==> config.mk <==
export PLATFORM = sky130hd
export DESIGN_NAME = ssim_queue
export DESIGN_NICKNAME = d
export VERILOG_FILES = /design/src/hw/rtl/ssim_pkg.sv /design/src/hw/rtl/ssim_queue.sv
export SDC_FILE = /design/constraint.sdc
export NUM_CORES = 1
export LEC_CHECK = 0
export BUFFER_PORTS_ARGS = -buffer_cell sky130_fd_sc_hd__buf_2
export CAP_MARGIN = 5
export CORE_MARGIN = 2
export CORE_UTILIZATION = 25
export DETAILED_ROUTE_END_ITERATION = 8
export PLACE_DENSITY_LB_ADDON = 0.05
export SLEW_MARGIN = 5
export SYNTH_ARGS = -nofsm -noshare
export SYNTH_HDL_FRONTEND = slang
export SYNTH_SLANG_ARGS = --single-unit
==> constraint.sdc <==
create_clock -name clk -period 5.65 [get_ports clk]
set_input_delay 0.8475 -clock clk [delete_from_list [all_inputs] [get_ports clk]]
set_output_delay 0.8475 -clock clk [all_outputs]
set_load 0.03 [all_outputs]
==> src/hw/rtl/ssim_pkg.sv <==
// ----------------------------------------------------------------------------
// ssim_pkg
// Shared types, widths and codes for the block-mean SSIM quality block.
// ----------------------------------------------------------------------------
package ssim_pkg;

  localparam int PIX_W  = 8;
  localparam int SUM_W  = 20;
  localparam int SQ_W   = 28;
  localparam int DIM_W  = 14;
  localparam int BS_W   = 7;
  localparam int CK_W   = 24;
  localparam int CREG_W = 13;
  localparam int MEAN_W = 32;
  localparam int TOT_W  = 56;

  // Divider operand widths: numerators and denominators stay below 2^60.
  localparam int DW     = 61;
  localparam int QW     = 56;
  localparam int STEP_W = 6;
  localparam logic [STEP_W-1:0] FRAC_STEPS = 6'd30;
  localparam logic [STEP_W-1:0] INT_STEPS  = 6'd56;
  localparam logic [QW-1:0]     ONE_Q30    = QW'(64'd1 << 30);

  localparam int DEF_MAX_WIDTH  = 4096;
  localparam int DEF_MAX_HEIGHT = 4096;
  localparam int DEF_MAX_BLOCK  = 64;

  localparam int Q_DEPTH = 4;

  localparam int ADDR_W = 5;
  localparam int DATA_W = 32;

  localparam logic [2:0] REG_WIDTH    = 3'd0;
  localparam logic [2:0] REG_HEIGHT   = 3'd1;
  localparam logic [2:0] REG_BLOCK    = 3'd2;
  localparam logic [2:0] REG_LUMA     = 3'd3;
  localparam logic [2:0] REG_CONTRAST = 3'd4;

  localparam logic [CREG_W-1:0] RST_WIDTH    = 13'd512;
  localparam logic [CREG_W-1:0] RST_HEIGHT   = 13'd512;
  localparam logic [BS_W-1:0]   RST_BLOCK    = 7'd8;
  localparam logic [CK_W-1:0]   RST_LUMA     = 24'd426148;
  localparam logic [CK_W-1:0]   RST_CONTRAST = 24'd3835331;

  // Product slots of the back end's shared multiplier, in issue order.
  localparam int MI_NUM = 12;
  localparam logic [3:0] MI_N    = 4'd0;
  localparam logic [3:0] MI_N2   = 4'd1;
  localparam logic [3:0] MI_C1   = 4'd2;
  localparam logic [3:0] MI_C2   = 4'd3;
  localparam logic [3:0] MI_XY   = 4'd4;
  localparam logic [3:0] MI_XX   = 4'd5;
  localparam logic [3:0] MI_YY   = 4'd6;
  localparam logic [3:0] MI_NXX  = 4'd7;
  localparam logic [3:0] MI_NYY  = 4'd8;
  localparam logic [3:0] MI_NXY  = 4'd9;
  localparam logic [3:0] MI_TERM = 4'd10;
  localparam logic [3:0] MI_CNT  = 4'd11;

  typedef struct packed {
    logic [DIM_W-1:0] w;
    logic [DIM_W-1:0] h;
    logic [BS_W-1:0]  bs;
    logic [CK_W-1:0]  c1;
    logic [CK_W-1:0]  c2;
  } cfg_t;

  typedef struct packed {
    logic [SUM_W-1:0] sx;
    logic [SUM_W-1:0] sy;
    logic [SQ_W-1:0]  sxx;
    logic [SQ_W-1:0]  syy;
    logic [SQ_W-1:0]  sxy;
  } col_t;

  typedef struct packed {
    logic is_end;
    col_t sums;
  } qent_t;

endpackage

==> src/hw/rtl/ssim_queue.sv <==
// ----------------------------------------------------------------------------
// ssim_queue
// Short queue of block sums and end-of-image marks between front and back.
// ----------------------------------------------------------------------------
module ssim_queue
  import ssim_pkg::*;
(
  input  logic  clk,
  input  logic  rst_n,
  input  logic  wr,
  input  qent_t wdata,
  output logic  room2,
  input  logic  rd,
  output qent_t rdata,
  output logic  valid
);

  localparam int PTR_W = $clog2(Q_DEPTH);

  qent_t              ent_r [Q_DEPTH];
  logic [PTR_W-1:0]   wp_r, rp_r;
  logic [PTR_W:0]     cnt_r;

  assign valid = (cnt_r != '0);
  assign room2 = (cnt_r <= (PTR_W+1)'(Q_DEPTH - 2));
  assign rdata = ent_r[rp_r];

  always_ff @(posedge clk) begin
    if (wr) begin
      ent_r[wp_r] <= wdata;
    end
  end

  always_ff @(posedge clk) begin
    if (!rst_n) begin
      wp_r  <= '0;
      rp_r  <= '0;
      cnt_r <= '0;
    end else begin
      if (wr) wp_r <= wp_r + 1'b1;
      if (rd) rp_r <= rp_r + 1'b1;
      cnt_r <= cnt_r + (PTR_W+1)'(wr) - (PTR_W+1)'(rd);
    end
  end

endmodule

==> results of run 1 <==
state kept, by name (all words and copies together) (netlist names), named ones only:
signal and cells:
wp_r 2, cnt_r 3, ent_r 500, rp_r 2
power groups by stage:
stage | registers, mW | logic [mW] | clock network (mW)
floorplan | 4.47 | 0.698 | 0
global placement | 4.49 | 1.05 | 0
detailed placement | 4.49 | 1.05 | 0
CTS | 4.41 | 1.05 | 3.57
global route | 4.42 | 1.09 | 3.71
finish | 4.41 | 1.01 | 3.42
placed cells by master (no fill, tap or decap), drive strengths merged:
master	instances
clkbuf	72
inv	9
a21bo	1
nand3b	1
edfxtp	500
clkinv	29
mux2i	1
mux4	125
xnor2	3
a21oi	1
ha	7
nand3	1
bufinv	2
dfxtp	9
a31o	1
fa	1
buf	268
diode	1
nor2	6
and2	5
worst paths after layout:
| path | from | to | slack, ns |
|---|---|---|---|
| worst min register to register | rp_r[0] | register | 0.56 |
| worst max-delay path | register | rdata[91] | 1.99 |
| worst max register to register | wp_r[0] | ent_r[0][108] | 3.29 |
| worst min-delay path | wdata[31] | ent_r[1][31] | 0.46 |
per-stage QoR:
stage / std cells / setup WS [ns]
2_1_floorplan: 698 / 1.44
3_3_place_gp: 1897 / 2.49
3_5_place_dp: 1897 / 2.49
4_1_cts: 2001 / 1.81
5_1_grt: 2001 / 1.73
6_report: 2002 / 1.99
metal layers:
| metal | routed length (µm) | global-route usage, % | vias to the layer above |
|---|---|---|---|
| met5 | 120 | 0 | - |
| met4 | 1040 | 3.41 | 18 |
| met3 | 3140 | 3.93 | 85 |
| met2 | 20700 | 18.1 | 187 |
| met1 | 17300 | 13.6 | 4331 |
| li1 | - | - | 3618 |
final cells by class:
| cell class | count | area, µm² |
|---|---|---|
| Fill cell | 6997 | 50300 |
| Sequential cell | 509 | 15200 |
| Multi-Input combinational cell | 153 | 3060 |
| Clock buffer | 72 | 1530 |
| Timing Repair Buffer | 268 | 1460 |
| Tap cell | 959 | 1200 |
| Clock inverter | 32 | 190 |
| Inverter | 8 | 30.0 |
| Antenna cell | 1 | 2.50 |
worst register-to-register path, delay by kind of cell (launching register included):
kind	cells	cell delay [ns]
fa+ha+maj	1	0.14
buf+inv	2	0.58
flops	1	0.36
simple gates	1	0.66
cell families after synthesis:
logic type	after synthesis
and+or+nand+nor	13
DFF	509
AOI/OAI and AO/OA	3
xor gates and xnor gates	3
muxes	126
buffers and inverters	36
adders and majority gates	8
==> summary.txt, run 1 <==
Synth
  – Post-Syn Area: between 15000 and 20000 µm²
  – Area fraction in and, or, nand and nor cells after synthesis: less than 1%
  – Synth cell types: 18
  – Compound-cell area share of the yosys netlist: less than 1%
  – Warning count from the yosys run: 0
  – Synth top area cells: edfxtp_1 81%, mux4_2 15%, dfxtp_1 0.98%
  – Cell count after synthesis: between 600 and 700
  – Syn Area/Cell: 26.4 µm²
  – Top cell type's share of synthesized area: 81.4%
  – Post-synth EDFFs: 500
  – Synth Area in XOR/XNOR: less than 1%
  – Ys async rst share: 0%
  – Leading area contributor after synthesis: edfxtp_1
  – Syn nets: 835
  – Sequential fraction of the synthesis area: between 80% and 90%
  – Top FF cell, synth: edfxtp_1
  – Adder-Cell Fraction of Synth Area: 0.583%
  – Post-synth top cells: 500 x edfxtp_1, 125 x mux4_2, 14 x buf_2
  – Count leader, synth: edfxtp_1
  – Post-synthesis mux area share: between 15 and 20%
  – Main combinational cell family by area after synthesis: multiplexers
  – Synth Register Bits: between 500 and 600

Layout
  – Share of cells above drive strength 1: between 40% and 50%
  – Area Overhead vs Synth: 22.9%
  – Nets@finish: between 1000 and 1500
  – Core Util, Final: between 30% and 40%
  – Fin area: 22700 µm²

Critical path
  – Cell Chain, Critical Path: buf_12 > mux4_2 > buf_2
  – Crit path max-delay family: flip-flops
  – Max stage delay on crit path: about 0.92 ns
  – CP required: 4.80 ns
  – CP arrival: approximately 2.8 ns
  – CP Depth: 3
  – Element type at the critical path end: output port
  – Crit Path Class: reg2out
  – Worst Path Max Fanout: 44
  – Worst reg2reg path depth: 4
  – Critical path buffers and inverters: 2
  – Critical path startpoint category: register
  – Slowest CP cell: dfxtp_4

Clock network
  – Post-CTS Hold Buffers: 0
  – Clk Latency, worst-skew pair: 0.60 ns
  – CTS sink count: ~510
  – Worst-path clk slew: 0.06 ns
  – CTS tree: built
  – Postcts setup bufs: 0
  – CTS Buf Count: 57
  – H-tree depth: 2
  – Cts repair resizes: 0
  – Clock buffer depth: 3
  – Root Driver: clkbuf_16

Floorplanning
  – Die height: between 200 and 300 µm
  – Std-Cell Rows: between 90 and 100
  – Initial Util: about 25%
  – Die ar.: ~76000 µm²
  – Die Span X: 276 µm
  – Core Footprint: about 73000 µm²
  – I/O pin count: between 200 and 300

Placement
  – I/O Buffers: between 200 and 300
  – Gp weighted congestion: just under 0.7
  – Placed Area: approximately 21000 µm²
  – Post-DP HPWL: approximately 24 mm

Timing
  – Least-Margin Pin Slew: roughly 0.90 ns
  – Slew HR: approximately 40%
  – Slew Limit Fails: 0
  – Crit share post-route: between 60% and 70%
  – Peak Freq: 273 MHz
  – Min Hold Slack: ~0.46 ns
  – Final setup fails: 0
  – Clk_skew: 0.0173 ns
  – Fin. Hold Viols: 0
  – Minimum clock period: approximately 3.7 ns
  – Setup TNS: 0 ns
  – RSZ-0062 raised after global routing: no

GRT
  – GR Util All Layers: ~11%
  – GRT overflow: 0
  – Antenna violations before repair: 10
  – Largest net degree at the start of global routing: 85
  – First-pass GRT wire length: around 60 mm
  – Number of global-route vias before repair: roughly 8800

Route
  – Via count: approximately 8200
  – Final antenna-violating net count: 0
  – Post-Route WL: 42.3 mm
  – Via-per-instance ratio: roughly 4.1
  – Wire per inst: about 21 µm
  – Drc violations: 0
  – Initial DRC Count: slightly above 500
  – First-pass DRT Iterations: 4

Power and ir drop
  – PwrDens: a little under 400 nW/µm²
  – Peak supply drop: approximately 0.22 mV
  – Switching fraction of total power: 24.4%
  – Final Power: just under 9 mW
  – Psw: roughly 2.2 mW
  – Clock power frac: 38.7%
  – Seq pwr share: around half
  – Cell Int Power: 6.68 mW
  – Combinational Power Share: between 10% and 20%
  – Leak: around 7.4 nW

Worst hold path
  – Hold path cells: 1
  – Tightest Hold Check Type: in2reg

Run
  – Max Cap Viol: 0

Outcome
  – Run status: completed
Power figures use the tool's default switching activity.
==> inputs of run 2 (changes only) <==
clock period = 3.1 ns   (was 5.65 ns; I/O delays follow)
==> run 2 against run 1 <==
First-iteration DRC count fell by 22%. Utilization grew 0.42 points. Worst hold slack got worse by 0.39 ns. Register-to-register slack worse by 2.0 ns. Final cell count up 0.70%. Combinational power rose by 91%. Sequential share of layout area fell by 0.89 points. Clock-buffer cell count up 2. Non-clock buffer count rose by 16. Global-route usage rose by 0.19 points. Setup slack got worse by 1.6 ns. Clock power rose by 86%. Critical endpoint is now rdata[57]. Highest routed layer unchanged.
==> summary.txt, run 2 (same netlist as run 1, synthesis figures left out) <==
Clock network
  – Worst-path clk slew: 0.06 ns (about the same)
  – CTS tree: built
  – Clock buffer depth: 3 (unchanged)
  – CTS Buf Count: 58 (+1.8%)
  – Cts repair resizes: 0 (unchanged)
  – Postcts setup bufs: 0 (unchanged)
  – Root Driver: clkbuf_16
  – H-tree depth: 2 (unchanged)
  – Post-CTS Hold Buffers: 0 (unchanged)
  – CTS sink count: 509 (unchanged)
  – Clk Latency, worst-skew pair: 0.60 ns (about the same)

GRT
  – First-pass GRT wire length: 62.8 mm (+3.3%)
  – GR Util All Layers: 11.2% (+0.19 points)
  – Number of global-route vias before repair: 9465 (+7.1%)
  – GRT overflow: 0 (unchanged)
  – Antenna violations before repair: 4 (-6)
  – Largest net degree at the start of global routing: 71 (-16%)

Timing
  – Final setup fails: 0 (unchanged)
  – Clk_skew: 0.0221 ns (+0.00487 ns)
  – Slew HR: 54.7% (+15 points)
  – Slew Limit Fails: 0 (unchanged)
  – Fin. Hold Viols: 0 (unchanged)
  – Crit share post-route: about 87%
  – Setup TNS: 0 ns (unchanged)
  – Peak Freq: between 300 and 400 MHz
  – Minimum clock period: between 2 and 3 ns
  – Least-Margin Pin Slew: 0.679 ns (-0.220 ns)
  – RSZ-0062 raised after global routing: no
  – Setup WS post-layout: 0.389 ns (-1.60 ns)

Route
  – Post-Route WL: 42.5 mm (+0.50%)
  – Via count: 8341 (+1.2%)
  – First-pass DRT Iterations: 4 (unchanged)
  – Drc violations: 0 (unchanged)
  – Wire per inst: 21.1 µm (-0.20%)
  – Initial DRC Count: 404 (-22%)
  – Via-per-instance ratio: 4.14 (+0.53%)
  – Final antenna-violating net count: 0 (unchanged)

Critical path
  – Critical path buffers and inverters: 3 (+1)
  – Critical R2R Launch: wp_r[0]
  – Worst reg2reg path depth: 4 (unchanged)
  – Worst Path Max Fanout: 20 (-55%)
  – R2R Setup Slk: 1.30 ns (-1.99 ns)
  – CP Depth: 4 (+1)
  – Cell Chain, Critical Path: buf_12 > buf_4 > mux4_2 > buf_2
  – Critical path startpoint category: register
  – Max stage delay on crit path: 0.54 ns (-0.38 ns)
  – CP arrival: 2.25 ns (-0.57 ns)
  – CP required: 2.63 ns (-2.17 ns)
  – Reg-to-Reg End: ent_r[2][100]
  – Slowest CP cell: mux4_2
  – Element type at the critical path end: output port
  – Crit Path Class: reg2out
  – Setup crit end: rdata[57]
  – Crit path max-delay family: buffers and inverters

Layout
  – Core Util, Final: 31.5% (+0.42 points)
  – Most common cell after layout, fill and taps aside: edfxtp_1
  – Max reg flops: 500 (unchanged)
  – Biggest regs: ent_r: 500 flops, cnt_r: 3 flops
  – Nets@finish: 1151 (+1.5%)
  – Area Overhead vs Synth: 24.5%
  – Fin area: 23000 µm² (+1.4%)
  – Share of cells above drive strength 1: 46.6% (+1.2 points)
  – Most frequent cells in the layout: 500 x edfxtp_1, 255 x buf_2, 125 x mux4_2
  – Top reg by flops: ent_r
  – # diodes: 0 (-1)

Floorplanning
  – Std-Cell Rows: 99 (unchanged)
  – Core Footprint: 73000 µm² (unchanged)
  – Initial Util: 25.3% (unchanged)
  – Die height: 276 µm (unchanged)
  – I/O pin count: 256 (unchanged)
  – Die Span X: 276 µm (unchanged)
  – Die ar.: 76000 µm² (unchanged)

Placement
  – I/O Buffers: 255 (unchanged)
  – Post-DP HPWL: 25.7 mm (+5.2%)
  – Gp weighted congestion: 0.678 (+0.50%)
  – Placed Area: 21200 µm² (+1.2%)
  – Placement Setup Slack: 0.961 ns (-1.53 ns)

Power and ir drop
  – Leak: 7.56 nW (+1.7%)
  – Peak supply drop: 0.404 mV (+80%)
  – PwrDens: 710 nW/µm² (+82%)
  – Final Power: 16.3 mW (+84%)

Worst hold path
  – Hold path cells: 1 (unchanged)
  – Tightest Hold Check Type: in2reg

Run
  – Max Cap Viol: 0 (unchanged)

Outcome
  – Run status: completed
[run 2: cell count changes in the layout (fill, tap and decap cells not counted), sizes merged]
| cell | before | now |
|---|---|---|
| clkinv | 29 | 22 |
| clkbuf | 72 | 74 |
| buf | 268 | 284 |
| diode | 1 | 0 |
| clkinvlp | 0 | 4 |
[run 2: worst min-delay path by stage]
stage | start | endpoint
after floorplan | rp_r[1] | register
after global routing | wdata[61] | ent_r[3][61]
after global placement | rp_r[1] | register
final | wdata[59] | ent_r[0][59]
after detailed placement | rp_r[1] | register
after CTS | wdata[64] | ent_r[0][64]
[run 2: power by group]
| group | switching [mW] | internal (mW) |
|---|---|---|
| sequential | 0.0823 | 7.91 |
| combinational | 1.23 | 0.702 |
| clock | 2.66 | 3.71 |
[run 2: cell type report]
type	count	area (µm²)
fillers	7010	50000
clock buffers	74	1580
multi-input cells	153	3060
flip-flops and latches	509	15200
inverters	8	30.0
repair buffers	284	1720
well taps	959	1200
clock inverters	29	191
[run 2: per-layer routing]
layer / GRT usage, % / up-vias / wire length (µm)
met5: 0 / - / 49
met4: 3.58 / 8 / 953
met3: 3.00 / 69 / 2550
met2: 18.7 / 183 / 21100
met1: 14.2 / 4424 / 17800
li1: - / 3657 / -
[run 2: per-stage QoR]
stage,instances,hold slack (ns)
4_1_cts,2016,0.0179
3_3_place_gp,1913,0.518
2_1_floorplan,698,0.499
5_1_grt,2016,0.0343
3_5_place_dp,1913,0.516
6_report,2016,0.0711
[run 2: worst reg2reg max path, cell delays in order (launching register included)]
cell	delay [ns]
dfxtp_1	0.34
inv_1	0.09
ha_1	0.14
and2_4	0.31
buf_12	0.41
==> inputs of run 3 (changes only) <==
CTS_BUF_LIST = sky130_fd_sc_hd__clkbuf_4   (was default)
==> run 3 against run 2 <==
Global-route usage grew 0.81 points. First-iteration DRC count grew 8.2%. Design area increased by 8.4%. Sequential power barely moved. Clock skew is 0.022 ns higher. Utilization up 2.7 points. Clock-buffer cell count is 140 higher. Maximum frequency fell by 7.4%. Worst hold slack improved by 0.23 ns. Final cell count is 14% higher. Combinational power up 19%. Critical path type unchanged. Largest power group unchanged. Highest routed layer unchanged.
==> summary.txt, run 3 (same netlist as run 1, synthesis figures left out) <==
Floorplanning
  – Std-Cell Rows: 99 (unchanged)
  – Initial Util: 25.3% (unchanged)
  – Core Footprint: 73000 µm² (unchanged)
  – Die height: 276 µm (unchanged)
  – Die Span X: 276 µm (unchanged)
  – I/O pin count: 256 (unchanged)
  – Die ar.: 76000 µm² (unchanged)

GRT
  – First-pass GRT wire length: 66.5 mm (+5.8%)
  – GR Util All Layers: 12.0% (+0.81 points)
  – GRT overflow: 0 (unchanged)
  – Number of global-route vias before repair: 10844 (+15%)
  – Antenna violations before repair: 4 (unchanged)
  – Largest net degree at the start of global routing: 71 (unchanged)

Placement
  – Placement Setup Slack: 0.961 ns (unchanged)
  – Gp weighted congestion: 0.678 (unchanged)
  – I/O Buffers: 255 (unchanged)
  – Post-DP HPWL: 25.7 mm (unchanged)

Critical path
  – Critical path startpoint category: register
  – Critical R2R Launch: wp_r[0]
  – CP required: 2.63 ns (about the same)
  – Worst reg2reg path depth: 4 (unchanged)
  – CP arrival: 2.46 ns (+0.21 ns)
  – Crit Path Class: reg2out
  – Element type at the critical path end: output port
  – Worst Path Max Fanout: 12 (-40%)
  – Reg-to-Reg End: ent_r[2][117]
  – R2R Setup Slk: 1.29 ns (about the same)
  – Setup crit end: rdata[111]

Timing
  – Peak Freq: 342 MHz (-7.4%)
  – Least-Margin Pin Slew: 0.678 ns (-0.00161 ns)
  – RSZ-0062 raised after global routing: yes
  – Final setup fails: 0 (unchanged)
  – Minimum clock period: 2.93 ns (+0.217 ns)
  – Fin. Hold Viols: 0 (unchanged)
  – Slew HR: 54.8% (+0.11 points)
  – Setup TNS: 0 ns (unchanged)
  – Setup WS post-layout: 0.172 ns (-0.217 ns)
  – Crit share post-route: 94.5% (+7.0 points)
  – Clk_skew: 0.0444 ns (+0.0223 ns)
  – Slew Limit Fails: 0 (unchanged)

Clock network
  – Root Driver: clkbuf_4
  – Clock buffer depth: 3 (unchanged)
  – CTS tree: built
  – Clk Latency, worst-skew pair: 0.91 ns (+0.31 ns)
  – Worst-path clk slew: 0.06 ns (about the same)
  – H-tree depth: 4 (+2)
  – CTS Buf Count: 146 (+150%)
  – CTS sink count: 509 (unchanged)

Power and ir drop
  – PwrDens: 670 nW/µm² (-5.6%)
  – Leak: 8.55 nW (+13%)
  – Peak supply drop: 0.274 mV (-32%)
  – Final Power: 16.7 mW (+2.4%)

Outcome
  – Run status: completed

Layout
  – Most common cell after layout, fill and taps aside: edfxtp_1
  – Nets@finish: 1374 (+19%)
  – Area Overhead vs Synth: 35.0%
  – Max reg flops: 500 (unchanged)
  – Core Util, Final: 34.1% (+2.7 points)
  – Most frequent cells in the layout: 500 x edfxtp_1, 214 x clkbuf_4, 200 x buf_2
  – # fillers: 6981 (-0.41%)
  – Share of cells above drive strength 1: 48.6% (+2.0 points)
  – Top reg by flops: ent_r
  – Biggest regs: ent_r: 500 flops, cnt_r: 3 flops

Route
  – First-pass DRT Iterations: 4 (unchanged)
  – Post-Route WL: 45.0 mm (+5.8%)
  – Via-per-instance ratio: 4.13 (-0.18%)
  – Initial DRC Count: 437 (+8.2%)
  – Final antenna-violating net count: 0 (unchanged)
  – Wire per inst: 19.6 µm (-7.0%)
  – Via count: 9474 (+14%)
  – Drc violations: 0 (unchanged)

Run
  – Max Cap Viol: 0 (unchanged)

Worst hold path
  – Tightest Hold Check Type: in2reg
-- run 3: what timing repair did --
action / 4_1_cts / 5_1_grt
gates resized for setup: 117 / 3
hold endpoints to repair: 533 / 0
hold buffers: 129 / 0
endpoints found under the setup margin: 116 / 49
setup buffers: 3 / 0
cloned: 2 / 1
-- run 3: per-stage QoR --
step                cells  hold slack (ns)  instance area, µm²
floorplan             698            0.499               18500
global placement     1913            0.518               21200
detailed placement   1913            0.516               21200
CTS                  2291            0.109               24900
global route         2294            0.145               24900
finish               2294            0.305               24900
-- run 3: how the worst min path moves through the flow --
| stage | startpoint | end | slack, ns | cells past startpoint |
|---|---|---|---|---|
| final | wdata[53] | ent_r[2][53] | 0.30 | 2 |
| after global routing | wdata[67] | ent_r[2][67] | 0.15 | 2 |
| after detailed placement | rp_r[1] | register | 0.52 | 2 |
| after floorplan | rp_r[1] | register | 0.50 | 2 |
| after CTS | wdata[67] | ent_r[2][67] | 0.11 | 2 |
| after global placement | rp_r[1] | register | 0.52 | 2 |
-- run 3: cell type report --
class                   instances  area, µm²  area share (%)
clock buffers                 214       1610            6.45
flip-flops and latches        509      15200            61.0
multi-input cells             153       3060            12.3
clock inverters                30        294            1.18
inverters                       8       30.0           0.121
diodes                          2       5.00          0.0201
repair buffers                419       3520            14.1
well taps                     959       1200            4.82
-- run 3: report_power, final --
| group | internal (mW) | switching [mW] |
|---|---|---|
| Combinational | 0.972 | 1.32 |
| Clock | 3.63 | 2.78 |
| Sequential | 7.91 | 0.0793 |
| Total | 12.5 | 4.18 |
-- run 3: metal layers --
metal	global-route usage [%]	wire, µm	up-vias
li1	-	-	4180
met1	14.5	19100	4917
met2	19.4	22000	281
met3	4.21	2890	92
met4	5.41	1030	4
met5	0	20	-
-- run 3: worst max-delay path, stage by stage, from the launching register on --
cell and delay [ns]:
dfxtp_4 0.40, buf_16 0.21, buf_16 0.19, mux4_2 0.53
buf_2 0.20
